[config.mk]
export PLATFORM = sky130hd
export DESIGN_NAME = indexed_list_buffer
export DESIGN_NICKNAME = d
export VERILOG_FILES = /design/src/design/ilb_pkg.sv /design/src/design/indexed_list_buffer.sv
export VERILOG_INCLUDE_DIRS = /design/src /design/src/design
export SDC_FILE = /design/constraint.sdc
export NUM_CORES = 1
export LEC_CHECK = 0
export ABC_AREA = 1
export BUFFER_PORTS_ARGS = -buffer_cell sky130_fd_sc_hd__buf_2
export CAP_MARGIN = 0
export CORE_MARGIN = 10
export CORE_UTILIZATION = 33
export DETAILED_ROUTE_END_ITERATION = 8
export PLACE_DENSITY = 0.45
export SETUP_SLACK_MARGIN = 0.15
export SKIP_LAST_GASP = 1
export SLEW_MARGIN = 20
export SYNTH_ARGS = -nofsm -noshare
export SYNTH_HDL_FRONTEND = slang
export SYNTH_SLANG_ARGS = --single-unit
[constraint.sdc]
create_clock -name clk_i -period 9.2 [get_ports clk_i]
set_clock_uncertainty 0.2 [all_clocks]
set_input_delay 1.84 -clock clk_i [delete_from_list [all_inputs] [get_ports clk_i]]
set_output_delay 1.84 -clock clk_i [all_outputs]
set_load 0.05 [all_outputs]
[src/design/indexed_list_buffer_assert.svh]
// ----------------------------------------------------------------------------
// Assertion macros for the indexed list buffer
// Checks on the local clock, switched off as a group by ASSERT_OFF.
// ----------------------------------------------------------------------------
`ifndef INDEXED_LIST_BUFFER_ASSERT_SVH
`define INDEXED_LIST_BUFFER_ASSERT_SVH

`ifndef ASSERT_OFF

// property must hold at every edge outside reset
`define ILB_ASSERT(lbl, prop) \
  lbl: assert property (@(posedge clk_i) disable iff (!rst_ni) (prop)) \
    else $error("indexed_list_buffer: assertion failed");

// condition must never be seen outside reset
`define ILB_ASSERT_NEVER(lbl, cond) \
  lbl: assert property (@(posedge clk_i) disable iff (!rst_ni) !(cond)) \
    else $error("indexed_list_buffer: forbidden condition seen");

`else

`define ILB_ASSERT(lbl, prop)
`define ILB_ASSERT_NEVER(lbl, cond)

`endif

`endif

[src/design/ilb_pkg.sv]
// ----------------------------------------------------------------------------
// ilb_pkg
// Sizes, request and status codes and sequencer states of the list buffer.
// ----------------------------------------------------------------------------
`default_nettype none

package ilb_pkg;

  localparam int unsigned CAPACITY = 16;
  localparam int unsigned AddrW    = $clog2(CAPACITY);
  localparam int unsigned CntW     = $clog2(CAPACITY + 1);

  localparam int unsigned ModeW   = 3;
  localparam int unsigned ValW    = 32;
  localparam int unsigned PosW    = 10;
  localparam int unsigned StatW   = 2;
  localparam int unsigned LenW    = 11;
  localparam int unsigned InDataW  = 48;
  localparam int unsigned OutDataW = 48;

  typedef enum logic [ModeW-1:0] {
    MODE_APPEND = 3'd0,
    MODE_INSERT = 3'd1,
    MODE_POP    = 3'd2,
    MODE_REMOVE = 3'd3,
    MODE_READ   = 3'd4
  } mode_e;

  typedef enum logic [StatW-1:0] {
    ST_OK   = 2'd0,
    ST_MISS = 2'd1,
    ST_FULL = 2'd2
  } status_e;

  typedef enum logic [2:0] {
    S_IDLE,
    S_LOAD,
    S_FETCH,
    S_STORE,
    S_PLACE,
    S_RESULT
  } state_e;

endpackage

`default_nettype wire

[src/design/indexed_list_buffer.sv]
// ----------------------------------------------------------------------------
// indexed_list_buffer
// Bounded ordered list of 32-bit values with head, tail and indexed access.
// ----------------------------------------------------------------------------
// Usage:
//   Requests enter on the s_axis channel, one item per handshake; each gives
//   exactly one item on the m_axis channel (status, value, length after).
//   s_axis_tready is high only while the block is idle; it drops for the
//   whole of a request and returns the cycle after the result is taken.
//   Append and every miss go straight to the result; read and pop first
//   load the entry from the store. Insert shifts the whole list one place
//   towards the tail, then writes the new value at the head; pop and
//   remove shift the entries behind the position one place towards the head.
//   Shifts move one entry at a time through the store's one read and one
//     write port (read an entry, then write it back one place on).
//   Reset empties the list at once; entries are not cleared and are never
//   returned before written. While m_axis_tready is low the result is held and
//   no new request is taken.
// ----------------------------------------------------------------------------
`default_nettype none

`include "indexed_list_buffer_assert.svh"

module indexed_list_buffer (
  input  wire logic                         clk_i,
  input  wire logic                         rst_ni,
  input  wire logic                         s_axis_tvalid,
  output      logic                         s_axis_tready,
  // [2:0] mode, [34:3] value_in, [44:35] position, [47:45] zero
  input  wire logic [ilb_pkg::InDataW-1:0]  s_axis_tdata,
  output      logic                         m_axis_tvalid,
  input  wire logic                         m_axis_tready,
  // [1:0] status, [33:2] value_out, [44:34] length, [47:45] zero
  output      logic [ilb_pkg::OutDataW-1:0] m_axis_tdata
);

  import ilb_pkg::*;

  logic [ValW-1:0]  entries_q [CAPACITY];
  logic [ValW-1:0]  rdata_q;

  state_e           state_q, state_d;
  logic [CntW-1:0]  count_q, count_d;
  logic [CntW-1:0]  idx_q, idx_d;
  mode_e            op_q, op_d;
  logic [ValW-1:0]  val_q, val_d;
  status_e          status_q, status_d;
  logic [ValW-1:0]  result_q, result_d;

  logic [ModeW-1:0] in_mode;
  logic [ValW-1:0]  in_val;
  logic [PosW-1:0]  in_pos;
  logic             accept;
  logic             full, empty, pos_hit;
  logic             dir_up, more;
  logic [CntW-1:0]  step;
  logic             we;
  logic [AddrW-1:0] waddr, raddr;
  logic [ValW-1:0]  wdata;

  assign in_mode = s_axis_tdata[ModeW-1:0];
  assign in_val  = s_axis_tdata[ModeW +: ValW];
  assign in_pos  = s_axis_tdata[ModeW+ValW +: PosW];

  assign s_axis_tready = (state_q == S_IDLE);
  assign m_axis_tvalid = (state_q == S_RESULT);
  assign accept        = s_axis_tvalid && s_axis_tready;

  assign full    = (count_q == CntW'(CAPACITY));
  assign empty   = (count_q == '0);
  assign pos_hit = ({1'b0, in_pos} < LenW'(count_q));

  // shared index unit: one step towards the tail (drop) or the head (insert)
  assign dir_up = (op_q == MODE_INSERT);
  assign step   = dir_up ? (idx_q - CntW'(1)) : (idx_q + CntW'(1));
  assign more   = dir_up ? (idx_q != '0) : (step != count_q);

  // next state
  always_comb begin
    state_d = state_q;
    unique case (state_q)
      S_IDLE: begin
        if (accept) begin
          unique case (mode_e'(in_mode))
            MODE_APPEND: state_d = S_RESULT;
            MODE_INSERT: state_d = full ? S_RESULT : S_FETCH;
            MODE_POP:    state_d = empty ? S_RESULT : S_LOAD;
            MODE_REMOVE: state_d = pos_hit ? S_FETCH : S_RESULT;
            MODE_READ:   state_d = pos_hit ? S_LOAD : S_RESULT;
            default:     state_d = S_RESULT;
          endcase
        end
      end
      S_LOAD:   state_d = (op_q == MODE_POP) ? S_FETCH : S_RESULT;
      S_FETCH: begin
        if (more) begin
          state_d = S_STORE;
        end else begin
          state_d = dir_up ? S_PLACE : S_RESULT;
        end
      end
      S_STORE:  state_d = S_FETCH;
      S_PLACE:  state_d = S_RESULT;
      S_RESULT: state_d = m_axis_tready ? S_IDLE : S_RESULT;
      default:  state_d = S_IDLE;
    endcase
  end

  // datapath and store controls
  always_comb begin
    count_d  = count_q;
    idx_d    = idx_q;
    op_d     = op_q;
    val_d    = val_q;
    status_d = status_q;
    result_d = result_q;
    we       = 1'b0;
    waddr    = count_q[AddrW-1:0];
    wdata    = in_val;
    raddr    = '0;
    unique case (state_q)
      S_IDLE: begin
        raddr = (mode_e'(in_mode) == MODE_READ) ? in_pos[AddrW-1:0] : '0;
        if (accept) begin
          op_d     = mode_e'(in_mode);
          val_d    = in_val;
          result_d = '0;
          status_d = ST_MISS;
          idx_d    = '0;
          unique case (mode_e'(in_mode))
            MODE_APPEND: begin
              if (full) begin
                status_d = ST_FULL;
              end else begin
                we       = 1'b1;
                count_d  = count_q + CntW'(1);
                status_d = ST_OK;
              end
            end
            MODE_INSERT: begin
              idx_d    = count_q;
              status_d = full ? ST_FULL : ST_OK;
            end
            MODE_POP: begin
              if (!empty) status_d = ST_OK;
            end
            MODE_REMOVE: begin
              idx_d = CntW'(in_pos[AddrW-1:0]);
              if (pos_hit) status_d = ST_OK;
            end
            MODE_READ: begin
              if (pos_hit) status_d = ST_OK;
            end
            default: status_d = ST_MISS;
          endcase
        end
      end
      S_LOAD: result_d = rdata_q;
      S_FETCH: begin
        raddr = step[AddrW-1:0];
        if (!more && !dir_up) count_d = count_q - CntW'(1);
      end
      S_STORE: begin
        we    = 1'b1;
        waddr = idx_q[AddrW-1:0];
        wdata = rdata_q;
        idx_d = step;
      end
      S_PLACE: begin
        we      = 1'b1;
        waddr   = '0;
        wdata   = val_q;
        count_d = count_q + CntW'(1);
      end
      S_RESULT: ;
      default: ;
    endcase
  end

  always_ff @(posedge clk_i or negedge rst_ni) begin
    if (!rst_ni) begin
      state_q <= S_IDLE;
      count_q <= '0;
    end else begin
      state_q <= state_d;
      count_q <= count_d;
    end
  end

  always_ff @(posedge clk_i) begin
    idx_q    <= idx_d;
    op_q     <= op_d;
    val_q    <= val_d;
    status_q <= status_d;
    result_q <= result_d;
  end

  // list store, one write and one registered read per cycle
  always_ff @(posedge clk_i) begin
    if (we) entries_q[waddr] <= wdata;
    rdata_q <= entries_q[raddr];
  end

  assign m_axis_tdata = {{(OutDataW - StatW - ValW - LenW){1'b0}},
                         LenW'(count_q), result_q, status_q};

  `ILB_ASSERT_NEVER(a_count_bound, count_q > CntW'(CAPACITY))
  `ILB_ASSERT_NEVER(a_one_side, s_axis_tready && m_axis_tvalid)
  `ILB_ASSERT(a_ready_after_take, (m_axis_tvalid && m_axis_tready) |=> s_axis_tready)
  `ILB_ASSERT(a_full_len, (m_axis_tvalid && status_q == ST_FULL) |-> full)

endmodule

`default_nettype wire

# After elaboration in Yosys (flattened, before gate mapping)
# Memory sizes are Yosys's and may differ from the RTL's. A register that Yosys moved wholly into a read port is not among the register bits.
# Index checks and enable logic that the tools add are counted.
# word_totals
ff_bits,82
ram_bits,512
input_bits,52
output_inout_bits,50
wordCells,85
mem_count,1
# classes
add_sub_neg,4
n_lt_le_gt_ge,1
n_eq_ne,17
muxes,37
reduce_logical,18
# mem_list
name,words,width,read_ports,rd_ports_with_merged_regs,wr,line,text
entries_q,16,32,1,1,1,indexed_list_buffer.sv:39,logic [ValW-1:0] entries_q [CAPACITY];
# op_table
operator,n
one-hot mux 32 bit (2 select lines),2
2-to-1 mux 32 bit,1
2-to-1 mux 5 bit,6
2-to-1 mux 3 bit,8
one-hot mux 5 bit (2 select lines),2
one-hot mux 3 bit (6 select lines),1
one-hot mux 4 bit (2 select lines),2
"== test 3 x 2 -> 1 bit, second input constant",5
one-hot mux 5 bit (3 select lines),1
one-hot mux 3 bit (4 select lines),1
"adder 5 x 1 -> 5 bit, second input constant",2
less-than comparator 10 x 5 -> 1 bit,1
"subtractor 5 x 1 -> 5 bit, second input constant",2
"== test 3 x 1 -> 1 bit, second input constant",3
"== test 3 bit, second input constant",3
2-to-1 mux 1 bit,9
zero test 3 bit,2
one-hot mux 2 bit (3 select lines),1
AND reduction 2 bit,3
OR reduction 2 bit,3
"== test 5 bit, second input constant",1
zero test 5 bit,1
inequality test 5 bit,1
AND reduction 5 bit,1
other kinds (10),15

# Logic depth before layout (Yosys ltp)
# Gate-level depths: netlist of run 1.
# logic_depth
ltp_word,8
ltp_mapped,17
ltp_nobuf,17

# Least setup slack after synthesis of run 1
# OpenSTA, ideal clock, no wires.
# synth_timing
path_type,input to register
from,input port s_axis_tvalid
to,"memory entries_q[10][0], enable pin"
setup_time_ps,421
arrival_time_ps,5551
required_time_ps,8579
setup_slack_ps,3028
cell_stages,6
path_buffers,0
cell_sequence,inv_1 > nor2_1 > inv_1 > o21ai_1 > nand3_1 > nor2_1
# synth_between
elab_chain_len,5
# synth_lines
element,line,text
from (decl),indexed_list_buffer.sv:27,"input wire logic s_axis_tvalid,"
logical AND 1 bit,indexed_list_buffer.sv:67,assign accept = s_axis_tvalid && s_axis_tready;
2-to-1 mux 1 bit,indexed_list_buffer.sv:124,if (accept) begin
one-hot mux 1 bit (2 select lines),indexed_list_buffer.sv:121,unique case (state_q)
2-to-1 mux 1 bit,indexed_list_buffer.sv:200,if (we) entries_q[waddr] <= wdata;
2-to-1 mux 1 bit (implied by the code),indexed_list_buffer.sv:200,
to (decl),indexed_list_buffer.sv:39,
# Every way passes these cells.

# Worst setup path in the final report of run 1
# layout_timing
from,input port s_axis_tdata[0] (netlist name)
to,"register rdata_q[30], read port of entries_q"
# layout_between
elab_chain_len,3
# layout_lines
element,line,text
from (decl),indexed_list_buffer.sv:30,"input wire logic [ilb_pkg::InDataW-1:0] s_axis_tdata,"
== test 3 bit,indexed_list_buffer.sv:123,raddr = (mode_e'(in_mode) == MODE_READ) ? in_pos[AddrW-1:0] : '0;
2-to-1 mux 4 bit,indexed_list_buffer.sv:123,
one-hot mux 4 bit (2 select lines),indexed_list_buffer.sv:121,
to (decl),indexed_list_buffer.sv:40,logic [ValW-1:0] rdata_q;
# Every way passes these cells.
# A chain may end at the register's enable or synchronous reset.

==> results of run 1 <==
## final timing paths
path / from / endpoint / slack [ps] / cells after the start
min in group asynchronous: rst_ni / count_q[2] / 870 / 1
worst min register to register: rdata_q[30] / result_q[30] / 340 / 2
worst max register to register: state_q[1] / entries_q[14][31] / 4690 / 10
max in group asynchronous: rst_ni / count_q[3] / 7770 / 1
worst min-delay path: rdata_q[30] / result_q[30] / 340 / 2
worst max-delay path: s_axis_tdata[0] / rdata_q[30] / 4230 / 12
## routing by layer
layer	part of all wire, %	vias to the layer above	global-route usage [%]
met2	48	357	26.9
met3	4.4	116	2.69
met4	2.2	0	4.41
met5	0	-	0
met1	46	8559	20.5
li1	-	8527	-
## final cells by class
cell class / count / area (µm²) / area share [%]
Sequential cell: 626 / 18400 / 59.1
Multi-Input combinational cell: 1318 / 6680 / 21.4
Clock buffer: 98 / 1990 / 6.39
Inverter: 407 / 1530 / 4.90
Tap cell: 1070 / 1340 / 4.29
Timing Repair Buffer: 152 / 953 / 3.05
Clock inverter: 32 / 284 / 0.910
## cell families (layout without fill, tap and decap cells)
| logic type | after synthesis | after routing | share of synthesized area, % |
|---|---|---|---|
| AO/OA/AOI/OAI | 96 | 96 | 2.46 |
| buffers and inverters | 547 | 689 | 8.51 |
| XOR/XNOR | 5 | 5 | 0.161 |
| flip-flops | 626 | 626 | 67.8 |
| other | 1 | 9 | 0.0138 |
| AND/OR/NAND/NOR | 1196 | 1196 | 20.5 |
| adder cells (fa/ha/maj) | 12 | 12 | 0.607 |
## stage by stage
stage,instances,util [%]
floorplan,2491,-
global placement,3548,35.1
detailed placement,3551,35.2
CTS,3681,37.9
global route,3703,38.1
finish,3703,38.1
## registers in the layout, indices dropped and copies added (netlist names)
signal	cells
result_q	32
rdata_q	32
state_q	3
op_q	3
idx_q	5
entries_q	512
count_q	5
val_q	32
status_q	2
## power by group
| group | leakage (nW) | switching [mW] | internal, mW |
|---|---|---|---|
| registers | 5.70 | 0.125 | 3.97 |
| clock network | 1.11 | 1.14 | 1.64 |
| logic | 5.53 | 2.03 | 0.609 |
## placed cells by master, fill, tap and decap left out, types with 11 or more instances in the layout
| cell | count |
|---|---|
| edfxtp_1 | 586 |
| nand2_1 | 545 |
| nand3_1 | 433 |
| inv_1 | 397 |
| nand3b_1 | 129 |
| buf_2 | 90 |
| clkbuf_16 | 75 |
| o211ai_1 | 64 |
| nor2_1 | 55 |
| buf_4 | 43 |
| dfxtp_1 | 32 |
| clkbuf_1 | 20 |
| nor2_4 | 19 |
| clkbuf_4 | 16 |
| clkinv_2 | 11 |
## critical path: stages
cell     delay [ps]
buf_2           140
nor2_2          150
nand2_1         130
nor2_2          290
nand2_4         520
nand2_8         740
buf_12          700
nand2_1         110
nand3_1         120
nand3_1         110
nand3_1         140
nand2_1          70
==> impl_metrics.csv, run 1 <==
group,metric,value,unit
run_status,status,"completed",
place,dp_slack,3550,ps
sta,timing.final.crit_period,4970,ps
place,dp_hpwl,36.6,mm
floorplan,start_util,33.2,%
route,drc,0,
sta,finalHoldViolCount,0,
global_routing,grt_pass1_wl,112,mm
sta,worst_pin_slew,1090,ps
worst_setup_path,cp-end-kind,"flop",
route,dr_total_vias,17600,
floorplan,rows,105,
route,via_per_inst,4.74,
sta,grt_setup_unrepaired,"no",
clocking,tritoncts,"yes",
clocking,cts_setup_buffers,0,
synthesis,synth_most_common_cell,"edfxtp_1",
route,drtAntennaViolNets,0,
route,wl_per_cell,20.3,µm
floorplan,die_h,307,µm
place,port-buffer-count,89,
clocking,clock-sinks,626,
power_and_ir_drop,total_power,9.51,mW
worst_setup_path,cp-start-kind,"primary input",
worst_setup_path,path_class,"in -> reg",
flow_run,maxCapViolations,0,
sta,finalSetupViolations,0,
power_and_ir_drop,max-vdd-ir-drop,205,µV
power_and_ir_drop,power_density,305,nW/µm²
synthesis,synthTopCellsByArea,"edfxtp_1, nand3_1, nand2_1",
synthesis,yosysSeqAreaShare,67.8,%
synthesis,netlist_instances,2483,
power_and_ir_drop,leakagePower,12.3,nW
global_routing,track_usage,15.8,%
worst_setup_path,worstPathRequired,9490,ps
sta,drv_slew,0,
clocking,worstSkewPairLatency,600,ps
clocking,cts_made_buffers,72,
cells_and_area,nets,2641,
synthesis,avgSynthCellArea,11.0,µm²
global_routing,grt.overflow.total,0,
cells_and_area,fill_cells,7909,
cells_and_area,stdcell_area,31200,µm²
synthesis,ys_top_cells_by_count,"edfxtp_1, nand2_1, nand3_1",
global_routing,grt_max_degree,186,
clocking,h-tree-depth,3,
floorplan,die_x,307,µm
floorplan,io_pins,102,
synthesis,synth_top_area_share,64.7,%
sta,setup-tns-final,0,ps
global_routing,grt_pass1_vias,17300,
global_routing,antenna_found_initial,0,
worst_hold_path,min_path_type,"reg -> reg",
sta,whs,339,ps
sta,setup_slack,4230,ps
worst_setup_path,critPathMaxFanout,185,
sta,clock.fmax,201,MHz
place,gp_congestion,0.781,
cells_and_area,layout-drive-gt1-share,11.2,%
synthesis,synth_largest_area_cell,"edfxtp_1",
synthesis,synthDistinctLibCells,38,
route,drt_wl_total,75.1,mm
clocking,clk_pin_slew,60,ps
synthesis,ys_async_sr_fraction,1.28,%
clocking,cts_resized,0,
floorplan,die_area,94300,µm²
synthesis,synth_edf_count,586,
worst_setup_path,cp.arrival,5260,ps
synthesis,synthFlopType,"edfxtp_1",
sta,period_share,54.0,%
cells_and_area,syn_to_final_growth,14.7,%
route,dr.pass1.iters,5,
synthesis,syn-cell-area,27200,µm²
floorplan,fp.coreArea,81800,µm²
place,placed_cell_area,28800,µm²
clocking,ctsHoldBuffers,0,
synthesis,yosys_register_bits,626,
clocking,ctsRootBufferMaster,"clkbuf_16",
synthesis,yosysWarnings,0,
sta,relSlewSlack,27.2,%
cells_and_area,antennaDiodeCount,0,
route,drtIter0Drc,1269,
clocking,cts_buffer_depth,3,
(Power assumes the default switching activity.)
==> inputs of run 2 (changes only) <==
--- a/config.mk
+++ b/config.mk
@@ -12,7 +12,7 @@
 export CORE_MARGIN = 10
 export CORE_UTILIZATION = 33
 export DETAILED_ROUTE_END_ITERATION = 8
-export PLACE_DENSITY = 0.45
+export PLACE_DENSITY = 0.47
 export SETUP_SLACK_MARGIN = 0.15
 export SKIP_LAST_GASP = 1
 export SLEW_MARGIN = 20
==> constraint.sdc (replaced) <==
create_clock -name clk_i -period 4.4 [get_ports clk_i]
set_clock_uncertainty 0.2 [all_clocks]
set_input_delay 0.88 -clock clk_i [delete_from_list [all_inputs] [get_ports clk_i]]
set_output_delay 0.88 -clock clk_i [all_outputs]
set_load 0.05 [all_outputs]
==> run 2 against run 1 <==
  * Power grew 110%
  * Final cell count grew 0.16%
  * Combinational power grew 120%
  * Utilization grew 0.25 points
  * Sequential cell count is the same
  * Non-clock buffer count grew 11
  * Hold slack lost 74 ps
  * Critical path type is now reg -> reg
==> impl_metrics.csv, run 2 (synthesized netlist as in run 1, its figures left out) <==
group,metric,value,unit
cells_and_area,nets,2649,
sta,period_share,81.6,%
sta,finalSetupViolations,0,
worst_hold_path,min_path_type,"in -> reg",
floorplan,rows,105,
worst_setup_path,crit_end,"entries_q[1][0]",
floorplan,fp.coreArea,81800,µm²
clocking,tritoncts,"yes",
floorplan,die_h,307,µm
power_and_ir_drop,max-vdd-ir-drop,369,µV
worst_setup_path,startpoint,"state_q[1]",
worst_setup_path,cp.arrival,3680,ps
global_routing,grt.overflow.total,0,
cells_and_area,antennaDiodeCount,0,
worst_setup_path,cp-start-kind,"flop",
global_routing,antenna_found_initial,0,
clocking,ctsHoldBuffers,1,
worst_setup_path,worstReg2RegStart,"state_q[1]",
route,via_per_inst,4.82,
cells_and_area,regMostFlops,"entries_q",
sta,clock.fmax,278,MHz
sta,finalHoldViolCount,0,
cells_and_area,final_util,38.4,%
worst_setup_path,path_class,"reg -> reg",
global_routing,grt_pass1_wl,112,mm
cells_and_area,largest_reg_flops,512,
sta,relSlewSlack,18.0,%
sta,drv_slew,0,
worst_setup_path,worstReg2RegEnd,"entries_q[1][0]",
route,met2_wirelength,34.9,mm
cells_and_area,mostFrequentLayoutCells,"edfxtp_1, nand2_1, nand3_1",
sta,timing.final.crit_period,3590,ps
worst_setup_path,critPathMaxFanout,15,
floorplan,die_area,94300,µm²
clocking,cts_resized,0,
place,dp_hpwl,39.3,mm
global_routing,grt_max_degree,194,
power_and_ir_drop,total_power,19.9,mW
sta,setup_slack,808,ps
clocking,clk_pin_slew,60,ps
floorplan,start_util,33.2,%
sta,worst_pin_slew,1230,ps
global_routing,grt_pass1_vias,17300,
clocking,clock-sinks,626,
cells_and_area,final_common_cell,"edfxtp_1",
route,top_layer,"met4",
power_and_ir_drop,power_density,633,nW/µm²
place,gp_congestion,0.754,
clocking,ctsRootBufferMaster,"clkbuf_16",
route,wl_met3,3.89,mm
clocking,h-tree-depth,3,
run_status,status,"completed",
worst_setup_path,worstPathRequired,4490,ps
cells_and_area,fill_cells,7946,
route,wl_per_cell,20.4,µm
place,dp_slack,744,ps
route,drt_wl_total,75.8,mm
cells_and_area,register_area,18400,µm²
clocking,cts_buffer_depth,3,
worst_setup_path,cp-end-kind,"flop",
route,drc,0,
power_and_ir_drop,leakagePower,12.4,nW
flow_run,maxCapViolations,0,
global_routing,track_usage,15.8,%
clocking,cts_setup_buffers,0,
cells_and_area,syn_to_final_growth,15.5,%
worst_setup_path,reg2reg_depth,9,
route,drt-met1-wl,35.4,mm
sta,setup-tns-final,0,ps
route,dr.pass1.iters,5,
floorplan,io_pins,102,
sta,grt_setup_unrepaired,"no",
cells_and_area,multi_input_area,6680,µm²
worst_hold_path,hold_depth,1,
floorplan,die_x,307,µm
route,drtIter0Drc,1331,
route,drtAntennaViolNets,0,
route,dr_total_vias,17900,
place,port-buffer-count,89,
clocking,cts_made_buffers,69,
cells_and_area,layout-drive-gt1-share,11.2,%
worst_setup_path,r2r_slack,810,ps
clocking,worstSkewPairLatency,600,ps
run 2: how the worst min path moves through the flow:
stage                      from           end  slack [ps]
2_1_floorplan        rdata_q[0]   result_q[0]         310
3_3_place_gp        rdata_q[24]  result_q[24]         330
3_5_place_dp        rdata_q[28]  result_q[28]         330
4_1_cts        s_axis_tdata[24]     val_q[21]         220
5_1_grt        s_axis_tdata[26]     val_q[23]         230
6_report       s_axis_tdata[24]     val_q[21]         260
run 2: cell type report:
type                       count  share of cell area (%)
clock buffer                 103                    6.26
clock inverter                22                   0.657
inverter                     407                    4.87
multi-input combinational   1318                    21.3
sequential                   626                    58.7
tap                         1070                    4.26
timing repair buffer         163                    4.01
run 2: layer usage:
layer | up-vias | track usage, %
met1 | 8778 | 21.9
li1 | 8547 | -
met2 | 450 | 25.1
met4 | 0 | 4.62
met5 | - | 0
met3 | 110 | 2.79
run 2: report_power, final:
part           switching [mW]  internal, mW
sequential              0.258          8.30
clock                    2.32          3.28
combinational            4.38          1.35
total                    6.96          12.9
run 2: critical path: stages, from the launching register on:
cell      delay, ps
dfrtp_1         500
inv_2            70
nor3_1          360
inv_2           200
nand2_1         210
clkinv_1        110
o21ai_1         260
nand3_1         410
nor2_4          600
buf_4           350
run 2: stage by stage:
step,instances,area [µm²],hold WS (ps)
after floorplan,2491,27200,315
after global routing,3709,31400,233
after detailed placement,3567,29100,329
final,3709,31400,264
after CTS,3693,31300,222
after global placement,3564,29100,325
